===== src/rtl/core/lcfr_pkg.sv =====
// ----------------------------------------------------------------------------
// lcfr_pkg
// Shared types and constants for the length/checksum frame receiver.
// ----------------------------------------------------------------------------
package lcfr_pkg;

    localparam logic [7:0] HdrByte     = 8'h10;
    localparam logic [7:0] TypeMask    = 8'h80;
    localparam logic [7:0] CtrlMask    = 8'hC0;
    localparam logic [7:0] CtrlUnnum   = 8'hC0;
    localparam logic [7:0] PollSetByte = 8'hC8;
    localparam logic [7:0] NoPollByte  = 8'hC0;

    typedef enum logic [2:0] {
        PH_HUNT   = 3'd0,
        PH_LEN_HI = 3'd1,
        PH_LEN_LO = 3'd2,
        PH_DATA   = 3'd3,
        PH_SUM    = 3'd4
    } phase_t;

    typedef enum logic [1:0] {
        CLS_INFO  = 2'd0,
        CLS_SUPER = 2'd1,
        CLS_UNNUM = 2'd2,
        CLS_EMPTY = 2'd3
    } frame_class_t;

    typedef struct packed {
        logic         frame_status;
        frame_class_t frame_class;
        logic [7:0]   control_byte;
        logic [15:0]  data_length;
        logic [7:0]   checksum_received;
        logic [7:0]   checksum_computed;
        logic         reply_request;
        logic         bad_unnumbered;
        logic [7:0]   reply_byte;
    } result_t;

    function automatic frame_class_t classify(input logic [15:0] len, input logic [7:0] ctrl);
        frame_class_t cls;
        if (len == 16'd0)
            cls = CLS_EMPTY;
        else if ((ctrl & TypeMask) == 8'd0)
            cls = CLS_INFO;
        else if ((ctrl & CtrlMask) == CtrlUnnum)
            cls = CLS_UNNUM;
        else
            cls = CLS_SUPER;
        return cls;
    endfunction

endpackage


===== src/rtl/core/lcfr_parser.sv =====
// ----------------------------------------------------------------------------
// lcfr_parser
// Frame parse state machine with running checksum; one byte per step.
// ----------------------------------------------------------------------------
module lcfr_parser (
    input  logic              clk,
    input  logic              rst_n,
    input  logic              step,
    input  logic [7:0]        rx_byte,
    output logic              result_hit,
    output lcfr_pkg::result_t result
);

    lcfr_pkg::phase_t phase_reg, phase_next;
    logic [15:0] length_reg, length_next;
    logic [15:0] remaining_reg, remaining_next;
    logic [7:0]  sum_reg, sum_next;
    logic [7:0]  first_reg, first_next;

    lcfr_pkg::frame_class_t cls;
    logic good;
    logic unnum_good;

    always_ff @(posedge clk or negedge rst_n)
    begin
        if (!rst_n)
        begin
            phase_reg     <= lcfr_pkg::PH_HUNT;
            length_reg    <= '0;
            remaining_reg <= '0;
            sum_reg       <= '0;
            first_reg     <= '0;
        end
        else if (step)
        begin
            phase_reg     <= phase_next;
            length_reg    <= length_next;
            remaining_reg <= remaining_next;
            sum_reg       <= sum_next;
            first_reg     <= first_next;
        end
    end

    always_comb
    begin
        phase_next     = phase_reg;
        length_next    = length_reg;
        remaining_next = remaining_reg;
        sum_next       = sum_reg;
        first_next     = first_reg;
        result_hit     = 1'b0;
        unique case (phase_reg)
            lcfr_pkg::PH_LEN_HI:
            begin
                length_next = {rx_byte, 8'd0};
                phase_next  = lcfr_pkg::PH_LEN_LO;
            end
            lcfr_pkg::PH_LEN_LO:
            begin
                length_next    = {length_reg[15:8], rx_byte};
                remaining_next = {length_reg[15:8], rx_byte};
                sum_next       = '0;
                first_next     = '0;
                phase_next     = ({length_reg[15:8], rx_byte} != 16'd0) ?
                                 lcfr_pkg::PH_DATA : lcfr_pkg::PH_SUM;
            end
            lcfr_pkg::PH_DATA:
            begin
                if (remaining_reg == length_reg)
                    first_next = rx_byte;
                sum_next       = sum_reg + rx_byte;
                remaining_next = remaining_reg - 16'd1;
                if (remaining_reg == 16'd1)
                    phase_next = lcfr_pkg::PH_SUM;
            end
            lcfr_pkg::PH_SUM:
            begin
                result_hit = 1'b1;
                phase_next = lcfr_pkg::PH_HUNT;
            end
            default:
            begin
                // unused codes hunt as well
                phase_next = (rx_byte == lcfr_pkg::HdrByte) ?
                             lcfr_pkg::PH_LEN_HI : lcfr_pkg::PH_HUNT;
            end
        endcase
    end

    assign good       = (rx_byte == sum_reg);
    assign cls        = lcfr_pkg::classify(length_reg, first_reg);
    assign unnum_good = good && (cls == lcfr_pkg::CLS_UNNUM);

    always_comb
    begin
        result.frame_status      = !good;
        result.frame_class       = cls;
        result.control_byte      = first_reg;
        result.data_length       = length_reg;
        result.checksum_received = rx_byte;
        result.checksum_computed = sum_reg;
        result.reply_request     = unnum_good && (first_reg == lcfr_pkg::PollSetByte);
        result.bad_unnumbered    = unnum_good && (first_reg != lcfr_pkg::PollSetByte);
        result.reply_byte        = (unnum_good && (first_reg == lcfr_pkg::PollSetByte)) ?
                                   lcfr_pkg::NoPollByte : 8'd0;
    end

endmodule


===== src/rtl/core/length_checksum_frame_receiver.sv =====
// ----------------------------------------------------------------------------
// length_checksum_frame_receiver
// Length-prefixed frame receiver with an 8-bit additive checksum.
// ----------------------------------------------------------------------------
// Input channel: byte_valid/byte_stall carry rx_byte, one serial byte per
// transaction. Bytes outside a frame (before header 0x10) are dropped.
// Output channel: result_valid/result_stall carry one result per frame,
// presented after the trailing checksum byte.
// Throughput: one byte per cycle unless a stalled result holds a checksum byte.
// Every byte lands in an input register, the parse step runs between
// that register and the result register. An accepted checksum byte lands
// in the input register; the result register loads when that byte moves
// on, which a waiting stalled result can hold off.
// Stall: while a result waits, bytes that produce no result keep flowing;
// the next checksum byte is held in the input register and byte_stall
// rises until the waiting result is taken.
// Reset: rst_n clears the parser to header hunt and empties both registers.
// ----------------------------------------------------------------------------
module length_checksum_frame_receiver (
    input  logic        clk,
    input  logic        rst_n,
    input  logic        byte_valid,
    output logic        byte_stall,
    input  logic [7:0]  rx_byte,
    output logic        result_valid,
    input  logic        result_stall,
    output logic        frame_status,
    output logic [1:0]  frame_class,
    output logic [7:0]  control_byte,
    output logic [15:0] data_length,
    output logic [7:0]  checksum_received,
    output logic [7:0]  checksum_computed,
    output logic        reply_request,
    output logic        bad_unnumbered,
    output logic [7:0]  reply_byte
);

    logic              in_valid_reg, in_valid_next;
    logic [7:0]        in_byte_reg;
    logic              out_valid_reg, out_valid_next;
    lcfr_pkg::result_t out_reg;

    logic              hit;
    lcfr_pkg::result_t result;
    logic              fire;
    logic              accept;

    lcfr_parser u_parser (
        .clk     (clk),
        .rst_n   (rst_n),
        .step    (fire),
        .rx_byte (in_byte_reg),
        .result_hit (hit),
        .result  (result)
    );

    // a held byte moves on unless it makes a result and the result slot is blocked
    assign fire       = in_valid_reg && (!hit || !out_valid_reg || !result_stall);
    assign byte_stall = in_valid_reg && !fire;
    assign accept     = byte_valid && !byte_stall;

    always_comb
    begin
        in_valid_next = accept || (in_valid_reg && !fire);
        if (fire && hit)
            out_valid_next = 1'b1;
        else if (!result_stall)
            out_valid_next = 1'b0;
        else
            out_valid_next = out_valid_reg;
    end

    always_ff @(posedge clk or negedge rst_n)
    begin
        if (!rst_n)
        begin
            in_valid_reg  <= 1'b0;
            out_valid_reg <= 1'b0;
        end
        else
        begin
            in_valid_reg  <= in_valid_next;
            out_valid_reg <= out_valid_next;
        end
    end

    always_ff @(posedge clk)
    begin
        if (accept)
            in_byte_reg <= rx_byte;
        if (fire && hit)
            out_reg <= result;
    end

    assign result_valid      = out_valid_reg;
    assign frame_status      = out_reg.frame_status;
    assign frame_class       = out_reg.frame_class;
    assign control_byte      = out_reg.control_byte;
    assign data_length       = out_reg.data_length;
    assign checksum_received = out_reg.checksum_received;
    assign checksum_computed = out_reg.checksum_computed;
    assign reply_request     = out_reg.reply_request;
    assign bad_unnumbered    = out_reg.bad_unnumbered;
    assign reply_byte        = out_reg.reply_byte;

endmodule


===== config.mk =====
export PLATFORM = sky130hd
export DESIGN_NAME = length_checksum_frame_receiver
export DESIGN_NICKNAME = d
export VERILOG_FILES = /design/src/rtl/core/lcfr_pkg.sv /design/src/rtl/core/lcfr_parser.sv /design/src/rtl/core/length_checksum_frame_receiver.sv
export SDC_FILE = /design/constraint.sdc
export NUM_CORES = 1
export LEC_CHECK = 0
export ABC_AREA = 1
export BUFFER_PORTS_ARGS = -buffer_cell sky130_fd_sc_hd__buf_2
export CAP_MARGIN = 0
export CORE_ASPECT_RATIO = 0.75
export CORE_UTILIZATION = 35
export CTS_BUF_LIST = sky130_fd_sc_hd__clkbuf_8
export CTS_CLUSTER_DIAMETER = 150
export DETAILED_ROUTE_END_ITERATION = 10
export PLACE_DENSITY = 0.62
export SYNTH_ARGS = -nofsm -noshare
export SYNTH_HDL_FRONTEND = slang
export SYNTH_SLANG_ARGS = --single-unit

===== constraint.sdc =====
create_clock -name clk -period 6.73 [get_ports clk]
set_clock_uncertainty 0.1 [all_clocks]
set_input_delay 0.3365 -clock clk [delete_from_list [all_inputs] [get_ports clk]]
set_output_delay 0.3365 -clock clk [all_outputs]
set_load 0.03 [all_outputs]

Word level (Yosys, flattened, before mapping)
Cells that the tools add are included.
{ "classes": {"n_eq_ne": 15, "bitwise": 1, "n_reduce_logical": 26, "add_sub_neg": 2, "muxes": 16} }
{ "ops": {"columns": ["operator", "n"], "rows": [
  ["$pmux W16 S2", 2],
  ["$pmux W8 S2", 2],
  ["$eq A16 B1 Y1 const B", 1],
  ["$eq A16 B16 Y1", 1],
  ["$logic_not A16 Y1", 1],
  ["$mux W8", 2],
  ["$reduce_bool A16 Y1", 1],
  ["$sub A16 B1 Y16 const B", 1],
  ["$pmux W3 S4", 1],
  ["$add A8 B8 Y8", 1],
  ["$eq A8 B5 Y1 const B", 1],
  ["$eq A8 B8 Y1", 1],
  ["$eq A8 B8 Y1 const B", 1],
  ["$logic_not A8 Y1", 1],
  ["$ne A8 B8 Y1 const B", 1],
  ["$logic_and A1 B1 Y1", 7],
  ["$eq A3 B2 Y1 const B", 2],
  ["$logic_not A1 Y1", 6],
  ["$mux W2", 3],
  ["$mux W3", 2],
  ["$ne A2 B1 Y1 const B", 3],
  ["$reduce_and A2 Y1", 3],
  ["$reduce_and A3 Y1", 2],
  ["$eq A2 B2 Y1 const B", 2],
  ["6 further kinds", 12]
]} }
{ "totals": {"out_inout_bits": 55, "elab_cells": 78, "ff_bits": 114} }

Depth between registers and ports, before layout
Gate-level depths: netlist of run 1.
{ "logic_depth": {"depth_word": 11, "ltp_mapped": 11} }

Modules after synthesis
Synthesis of run 1 repeated with hierarchy kept, for this count alone.
{ "unflattened": {"cells_unflattened": 561, "area_unflattened_um2": 5362.6} }
{ "modules_own_cells": {"columns": ["module", "seq_area_each_um2", "cells_per_inst", "n_inst", "area_each_um2"], "rows": [
  ["lcfr_parser", 1276.2, 486, 1, 3424.5],
  ["length_checksum_frame_receiver", 1881.8, 75, 1, 1938.1]
]} }

Worst setup path after synthesis of run 1
OpenSTA, ideal clock, no wires.
{ "synth_path": {"path_type": "register to register", "startpoint": "reg out_valid_reg (netlist: result_valid)", "endpoint": "reg out_reg (netlist bit bad_unnumbered), enable pin", "required_ns": 6.231, "path_stages_with_launch": 8, "synth_period_minus_slack_ns": 2.288, "slack_ns": 4.442, "arrival_ns": 1.789, "cell_sequence": "dfrtp_1 -> nand2_1 -> inv_1 -> nand2_2 -> nand2_2 -> inv_2 -> nand2_1 -> inv_1"} }
{ "synth_via": {"elab_chain_len": 5} }
{ "synth_lines": {"columns": ["item", "line", "source"], "rows": [
  ["from (decl)", "length_checksum_frame_receiver.sv:40", "logic out_valid_reg, out_valid_next;"],
  ["from (signal assigned)", "length_checksum_frame_receiver.sv:83", "out_valid_reg <= out_valid_next;"],
  ["$logic_not A1 Y1", "length_checksum_frame_receiver.sv:58", "assign fire = in_valid_reg && (!hit || !out_valid_reg || !result_stall);"],
  ["$logic_or A1 B1 Y1 (2 in series)", "length_checksum_frame_receiver.sv:58", null],
  ["$logic_and A1 B1 Y1", "length_checksum_frame_receiver.sv:58", null],
  ["$logic_and A1 B1 Y1", "length_checksum_frame_receiver.sv:91", "if (fire && hit)"],
  ["to (signal assigned)", "length_checksum_frame_receiver.sv:92", "out_reg <= result;"],
  ["to (decl)", "length_checksum_frame_receiver.sv:41", "lcfr_pkg::result_t out_reg;"]
]} }
No other way between the ends.
A chain may end at the register's enable or synchronous reset.

Worst setup path in the final report of run 1
{ "layout_path": {"startpoint": "reg u_parser.phase_reg[0]", "endpoint": "reg out_reg (netlist bit data_length[12]), enable pin"} }
{ "layout_via": {"elab_chain_len": 7} }
{ "layout_lines": {"columns": ["item", "line", "source"], "rows": [
  ["from (decl)", "lcfr_parser.sv:14", "lcfr_pkg::phase_t phase_reg, phase_next;"],
  ["from (signal assigned)", "lcfr_parser.sv:28", "phase_reg <= lcfr_pkg::PH_HUNT;"],
  ["from (signal assigned)", "lcfr_parser.sv:36", "phase_reg <= phase_next;"],
  ["$eq A3 B3 Y1 (*)", "lcfr_parser.sv:52", "unique case (phase_reg)"],
  ["$mux W1 (*)", "lcfr_parser.sv:52", null],
  ["$logic_not A1 Y1", "length_checksum_frame_receiver.sv:58", null],
  ["$logic_or A1 B1 Y1 (2 in series)", "length_checksum_frame_receiver.sv:58", null],
  ["$logic_and A1 B1 Y1", "length_checksum_frame_receiver.sv:58", null],
  ["$logic_and A1 B1 Y1 (*)", "length_checksum_frame_receiver.sv:91", null]
]} }
Mark *: on every way between the ends. The rest lies on a longest branch, timed or not.

==> results.py, run 1 <==
metrics = {
    "outcome": {
        "status": "finished, final reports clean",
    },
    "critical_path": {
        "end_kind": "flop",
        "crit_path_start": "u_parser.phase_reg[0]",
        "r2r_end": "data_length[12]",
        "r2r_cells": 8,
        "worstPathRequired_ps": 6640,
        "cp_max_fo": 45,
        "worstPathArrival_ps": 2240,
        "critPathLaunchType": "flop",
        "r2r-start": "u_parser.phase_reg[0]",
        "r2r_slack_ps": 4400,
        "worstSetupPathType": "flop to flop",
    },
    "cts": {
        "cts_made_buffers": 9,
        "clock_sinks": 106,
        "clk_pin_slew_ps": 100,
        "clkLatencyLatePin_ps": 380,
        "ctsLongestPathBuffers": 2,
        "cts_max_level": 3,
        "cts_resized": 0,
        "cts_root_buffer": "clkbuf_8",
        "cts_tree": "done",
    },
    "logic_synthesis": {
        "ys_warn_count": 0,
        "synth_top_family_by_area": "simple AND/OR/NAND/NOR gates",
        "synthCells": 548,
        "synth_fa_ha_area_share_pct": 2.589,
        "synth.avg_cell_area_um2": 9.347,
        "synth_mux_area_share_pct": 0,
        "seq_area_frac_synth_pct": 56.96,
        "ys_types": 41,
        "synth-compound-area-share_pct": 8.622,
        "synth-seq-cells": 106,
        "synthXorXnorAreaFrac_pct": 0.8549,
        "netlist_area_mm2": 0.005122,
        "synthSimpleGateAreaFrac_pct": 23.38,
    },
    "global_routing": {
        "track_usage_pct": 16.87,
        "antenna_found_initial": 0,
        "gr-total-overflow": 0,
        "grt_pass1_vias": 3568,
        "grt_max_degree": 54,
        "grt_first_pass_wirelength_um": 19270,
    },
    "pwr": {
        "p_leak_uw": 0.002667,
        "p_per_area_mw_per_mm2": 354.7,
        "peakVddDrop_uv": 148.9,
    },
    "die": {
        "core_mm2": 0.01398,
        "rows": 37,
        "num_io_pins": 67,
        "dieArea_mm2": 0.01513,
        "start_util_pct": 36.64,
        "fp.dieW_um": 141.7,
        "die_h_um": 106.8,
    },
    "timing": {
        "max_freq_ghz": 0.4297,
        "hold_ws_ps": 27.47,
        "tns_ps": 0,
        "hold_viol": 0,
        "tightest_slew_ps": 944.8,
        "slew_violations": 0,
        "rsz0062_at_grt": "no",
        "period_minus_slack_ps": 2327,
        "finalSetupViolCount": 0,
        "slew_headroom_pct": 37.01,
        "min_period_over_period_pct": 34.58,
    },
    "cells_and_area": {
        "area_delta_synth_final_pct": 12.60,
        "insertedDiodeCount": 0,
        "fin_nets": 631,
        "finalNonFillerCells": 809,
        "layout-drive-gt1-share_pct": 17.92,
    },
    "detailed_routing": {
        "vias_per_cell": 4.834,
        "drc": 0,
        "first_pass_iters": 5,
        "wl_per_cell_um": 14.70,
        "wl_um": 11890,
        "ant_nets": 0,
        "vias": 3911,
        "drtIter0Drc": 319,
    },
    "run": {
        "cap_violations": 0,
    },
    "hold_path": {
        "holdPathEnd": "in_byte_reg[1]",
        "min_from": "rx_byte[1]",
        "holdCritPathClass": "primary input to flop",
        "min_path_cells": 1,
    },
    "placed_design": {
        "port_buffers": 60,
        "gp_congestion": 0.9039,
        "dp.cells": 792,
        "place_hpwl_um": 8836,
    },
}
[Yosys cell counts]
master,count,area [um^2]
xor2_1,4,35.03
ha_1,9,112.6
o31ai_2,1,12.51
o22ai_1,7,43.79
nor2_4,2,22.52
and2_1,1,6.260
nor3_1,3,15.01
dfrtp_1,53,1326
nand3_2,3,30.03
nand2_4,3,33.78
clkbuf_1,1,3.750
edfxtp_1,53,1592
xnor2_1,1,8.760
clkinv_2,1,5.000
nand4_2,1,12.51
o21ai_0,30,150.1
a22o_1,2,17.52
nand3b_1,3,22.52
o22ai_2,2,25.02
buf_6,4,45.04
nor2_8,1,20.02
inv_1,53,198.9
nor2_2,2,12.51
a31oi_1,2,12.51
nor2_1,44,165.2
o211ai_1,3,22.52
inv_2,11,41.29
o21bai_1,1,7.510
buf_2,2,10.01
o21ai_1,5,25.02
nand2_1,158,593.1
buf_4,10,75.07
inv_4,1,6.260
o31ai_1,8,60.06
a21oi_1,13,65.06
nand2_2,5,31.28
nor4_1,4,25.02
nand4_1,10,62.56
fa_1,1,20.02
conb_1,1,3.750
nand3_1,29,145.1
[layout make-up]
cell class / count / area [um^2]
repair buffers: 62 / 317.8
clock buffers: 9 / 123.9
inverters: 66 / 251.5
fillers: 1416 / 8213
well taps: 195 / 244.0
clock inverters: 7 / 75.07
flip-flops and latches: 106 / 2918
multi-input cells: 364 / 1838
[per-stage QoR]
| step | area [um^2] | utilization, % | setup slack (ps) | power [uW] |
|---|---|---|---|---|
| 2_1_floorplan | 5141 | - | 4442 | 1470 |
| 3_3_place_gp | 5559 | 39.76 | 4517 | 1630 |
| 3_5_place_dp | 5559 | 39.76 | 4345 | 1649 |
| 4_1_cts | 5768 | 41.26 | 4328 | 2050 |
| 5_1_grt | 5768 | 41.26 | 4156 | 2191 |
| 6_report | 5768 | 41.26 | 4403 | 2046 |
[kinds of logic after synthesis]
| logic type | after synthesis |
|---|---|
| fa+ha+maj | 10 |
| flops | 106 |
| simple gates | 269 |
| compound gates | 74 |
| xor+xnor | 5 |
| buf+inv | 83 |
| other cells | 1 |
[per-layer routing]
metal / global-route usage [%] / vias to the layer above / wire (um) / part of all wire [%]
li1: - / 1932 / - / -
met1: 26.50 / 1843 / 6319 / 53
met2: 22.91 / 123 / 4657 / 39
met3: 3.796 / 13 / 780 / 6.6
met4: 4.455 / 0 / 132 / 1.1
met5: 0 / - / 0 / 0
[critical path, stage by stage, from the launching register on]
cell and delay (ps):
dfrtp_1 570, nor2_1 90, nand2_1 110, inv_2 50, nand2_2 70, nand2_2 60, inv_2 90, nand2_1 100
inv_2 680
[cell usage in the layout, fill, tap and decap left out, types with 3 or more instances in the layout]
cell      Yosys  final
a21oi_1      13     13
buf_2         2     60
clkbuf_8      0      9
conb_1        1      6
dfrtp_1      53     53
edfxtp_1     53     53
ha_1          9      9
inv_1        53     52
inv_2        11     12
nand2_1     158    158
nand2_2       5      5
nand2_4       3      3
nand3_1      29     29
nand3_2       3      3
nand3b_1      3      3
nand4_1      10     10
nor2_1       44     44
nor3_1        3      3
nor4_1        4      4
o211ai_1      3      3
o21ai_0      30     30
o21ai_1       5      5
o22ai_1       7      7
o31ai_1       8      8
xor2_1        4      4
[report_power, final]
part / leakage, uW / internal, uW / switching (uW) / total, uW
Clock: 0.0000939 / 174 / 227 / 401
Combinational: 0.00140 / 213 / 443 / 656
Sequential: 0.00118 / 826 / 163 / 989
[how the worst max path moves through the flow]
stage	slack, ps	endpoint	depth (start not counted)
6_report	4400	data_length[12]	8
3_5_place_dp	4340	data_length[10]	8
2_1_floorplan	4440	bad_unnumbered	7
5_1_grt	4160	data_length[4]	8
3_3_place_gp	4520	data_length[11]	8
4_1_cts	4330	data_length[5]	8
[repair_timing]
item,CTS,global route
buffers inserted,0,0
endpoints found under the setup margin,0,0
hold buffers,1,0
hold endpoints to repair,6,0
Note: power is estimated with default switching activity, not from simulation.
==> run 2: changes to the inputs <==
PLACE_DENSITY = 0.64   (was 0.62)
clock period = 2 ns   (was 6.73 ns; I/O delays follow)
==> run 2 against run 1 <==
Effect of this change: critical path depth rose by 1; non-clock buffer count rose by 23; via count rose by 3.5%; first-iteration DRC count fell by 9.1%; register-to-register slack got worse by 4200 ps; die area did not move; core utilization rose by 1.8 points; flip-flop and latch count did not move; global-route usage rose by 1.2 points.
==> results.py, run 2 (synthesis gave the netlist of run 1 again) <==
metrics = {
    "outcome": {
        "status": "finished, final reports clean",
    },
    "critical_path": {
        "r2r-start": "u_parser.remaining_reg[1]",
        "crit_path_start": "u_parser.remaining_reg[1]",
        "r2r_cells": 9,
        "cp_max_fo": 5,
        "worstPathArrival_ps": 2010,
        "worstSetupPathType": "flop to flop",
        "worstPathRequired_ps": 2180,
        "end_kind": "flop",
        "critPathLaunchType": "flop",
    },
    "global_routing": {
        "track_usage_pct": 18.09,
        "grt_first_pass_wirelength_um": 20550,
        "grt_max_degree": 54,
        "antenna_found_initial": 0,
        "gr-total-overflow": 0,
        "grt_pass1_vias": 3827,
    },
    "die": {
        "start_util_pct": 36.64,
        "rows": 37,
        "dieArea_mm2": 0.01513,
        "fp.dieW_um": 141.7,
        "core_mm2": 0.01398,
        "num_io_pins": 67,
        "die_h_um": 106.8,
    },
    "cells_and_area": {
        "final_cell_mix": "nand2_1, buf_2, edfxtp_1, dfrtp_1, inv_1",
        "insertedDiodeCount": 0,
        "final_common_cell": "nand2_1",
        "fin_nets": 654,
        "layout-drive-gt1-share_pct": 20.25,
        "area_delta_synth_final_pct": 17.42,
        "design_area_mm2": 0.006015,
    },
    "cts": {
        "cts_max_level": 3,
        "cts_tree": "done",
        "clock_sinks": 106,
        "clkLatencyLatePin_ps": 380,
        "ctsLongestPathBuffers": 2,
        "cts_made_buffers": 9,
        "clk_pin_slew_ps": 100,
        "cts_root_buffer": "clkbuf_8",
        "post_cts_buffers": 0,
    },
    "detailed_routing": {
        "vias_per_cell": 4.863,
        "vias": 4046,
        "wl_per_cell_um": 15.07,
        "drtIter0Drc": 290,
        "ant_nets": 0,
        "wl_um": 12540,
        "drc": 0,
        "first_pass_iters": 4,
    },
    "timing": {
        "rsz0062_at_grt": "no",
        "tightest_slew_ps": 727.6,
        "slew_violations": 0,
        "period_minus_slack_ps": 1828,
        "max_freq_ghz": 0.5469,
        "hold_ws_ps": 293.2,
        "min_period_over_period_pct": 91.42,
        "finalSetupViolCount": 0,
        "hold_viol": 0,
        "slew_headroom_pct": 51.50,
    },
    "placed_design": {
        "place_hpwl_um": 9203,
        "dpl_cell_area_mm2": 0.005675,
        "port_buffers": 60,
        "gp_congestion": 0.9546,
    },
    "run": {
        "cap_violations": 0,
    },
    "pwr": {
        "power.internal_uw": 4220,
        "switching_share_pct": 40.06,
        "p_leak_uw": 0.002782,
        "p_sw_uw": 2821,
        "peakVddDrop_uv": 408.3,
        "pwr-share-clk_pct": 19.8,
        "power_frac_comb_pct": 33.9,
        "power_frac_seq_pct": 46.3,
        "p_per_area_mw_per_mm2": 1171,
    },
    "hold_path": {
        "holdCritPathClass": "primary input to async pin",
    },
}
==> run 2: final timing paths <==
kind                                              endpoint  slack, ps
worst max-delay path            u_parser.remaining_reg[10]        170
worst min-delay path                          result_valid        290
worst max register to register  u_parser.remaining_reg[10]        170
worst min register to register        checksum_computed[3]        390
max in group asynchronous           u_parser.length_reg[2]       1030
min in group clk                            in_byte_reg[4]        330
==> run 2: per-stage QoR <==
step | TNS (ps) | std cells | util (%) | setup WS [ps] | power [uW]
2_1_floorplan | -3549 | 553 | - | -78.87 | 4949
3_3_place_gp | 0 | 805 | 40.59 | 134.5 | 5571
3_5_place_dp | 0 | 805 | 40.59 | 53.21 | 5621
4_1_cts | 0 | 832 | 42.89 | 25.17 | 7032
5_1_grt | 0 | 832 | 43.02 | 19.67 | 7556
6_report | 0 | 832 | 43.02 | 171.6 | 7041
==> run 2: what timing repair did <==
| action | in CTS | in global routing |
|---|---|---|
| hold endpoints to repair | 63 | 0 |
| resized for setup | 0 | 5 |
| endpoints found under the setup margin | 0 | 4 |
| hold buffers | 11 | 0 |
==> run 2: final cells by class <==
type,count,area (um^2)
Tap cell,195,244.0
Inverter,66,255.2
Sequential cell,106,2918
Multi-Input combinational cell,364,1859
Clock buffer,10,137.6
Clock inverter,6,72.57
Timing Repair Buffer,85,528.0
Fill cell,1384,7966
==> run 2: per-layer routing <==
| layer | global-route usage [%] | wire length, um | vias to the layer above |
|---|---|---|---|
| li1 | - | - | 1971 |
| met1 | 27.73 | 6356 | 1906 |
| met2 | 24.67 | 5064 | 157 |
| met3 | 5.270 | 964 | 12 |
| met4 | 4.147 | 152 | 0 |
| met5 | 0 | 0 | - |
==> run 2: critical path, stage by stage, from the launching register on <==
cell and delay [ps]:
dfrtp_1 430, inv_1 150, ha_1 260, nand4_1 210
nor2_1 260, nand3_2 90, o21ai_0 90, nand2_1 70
nand2_1 60, inv_1 30
==> run 2: power groups by stage <==
stage / clock network [uW] / logic [uW] / registers [uW]
floorplan: 0 / 1720 / 3230
global placement: 0 / 2290 / 3280
detailed placement: 0 / 2330 / 3300
CTS: 1430 / 2350 / 3250
global route: 1510 / 2710 / 3340
finish: 1390 / 2380 / 3260
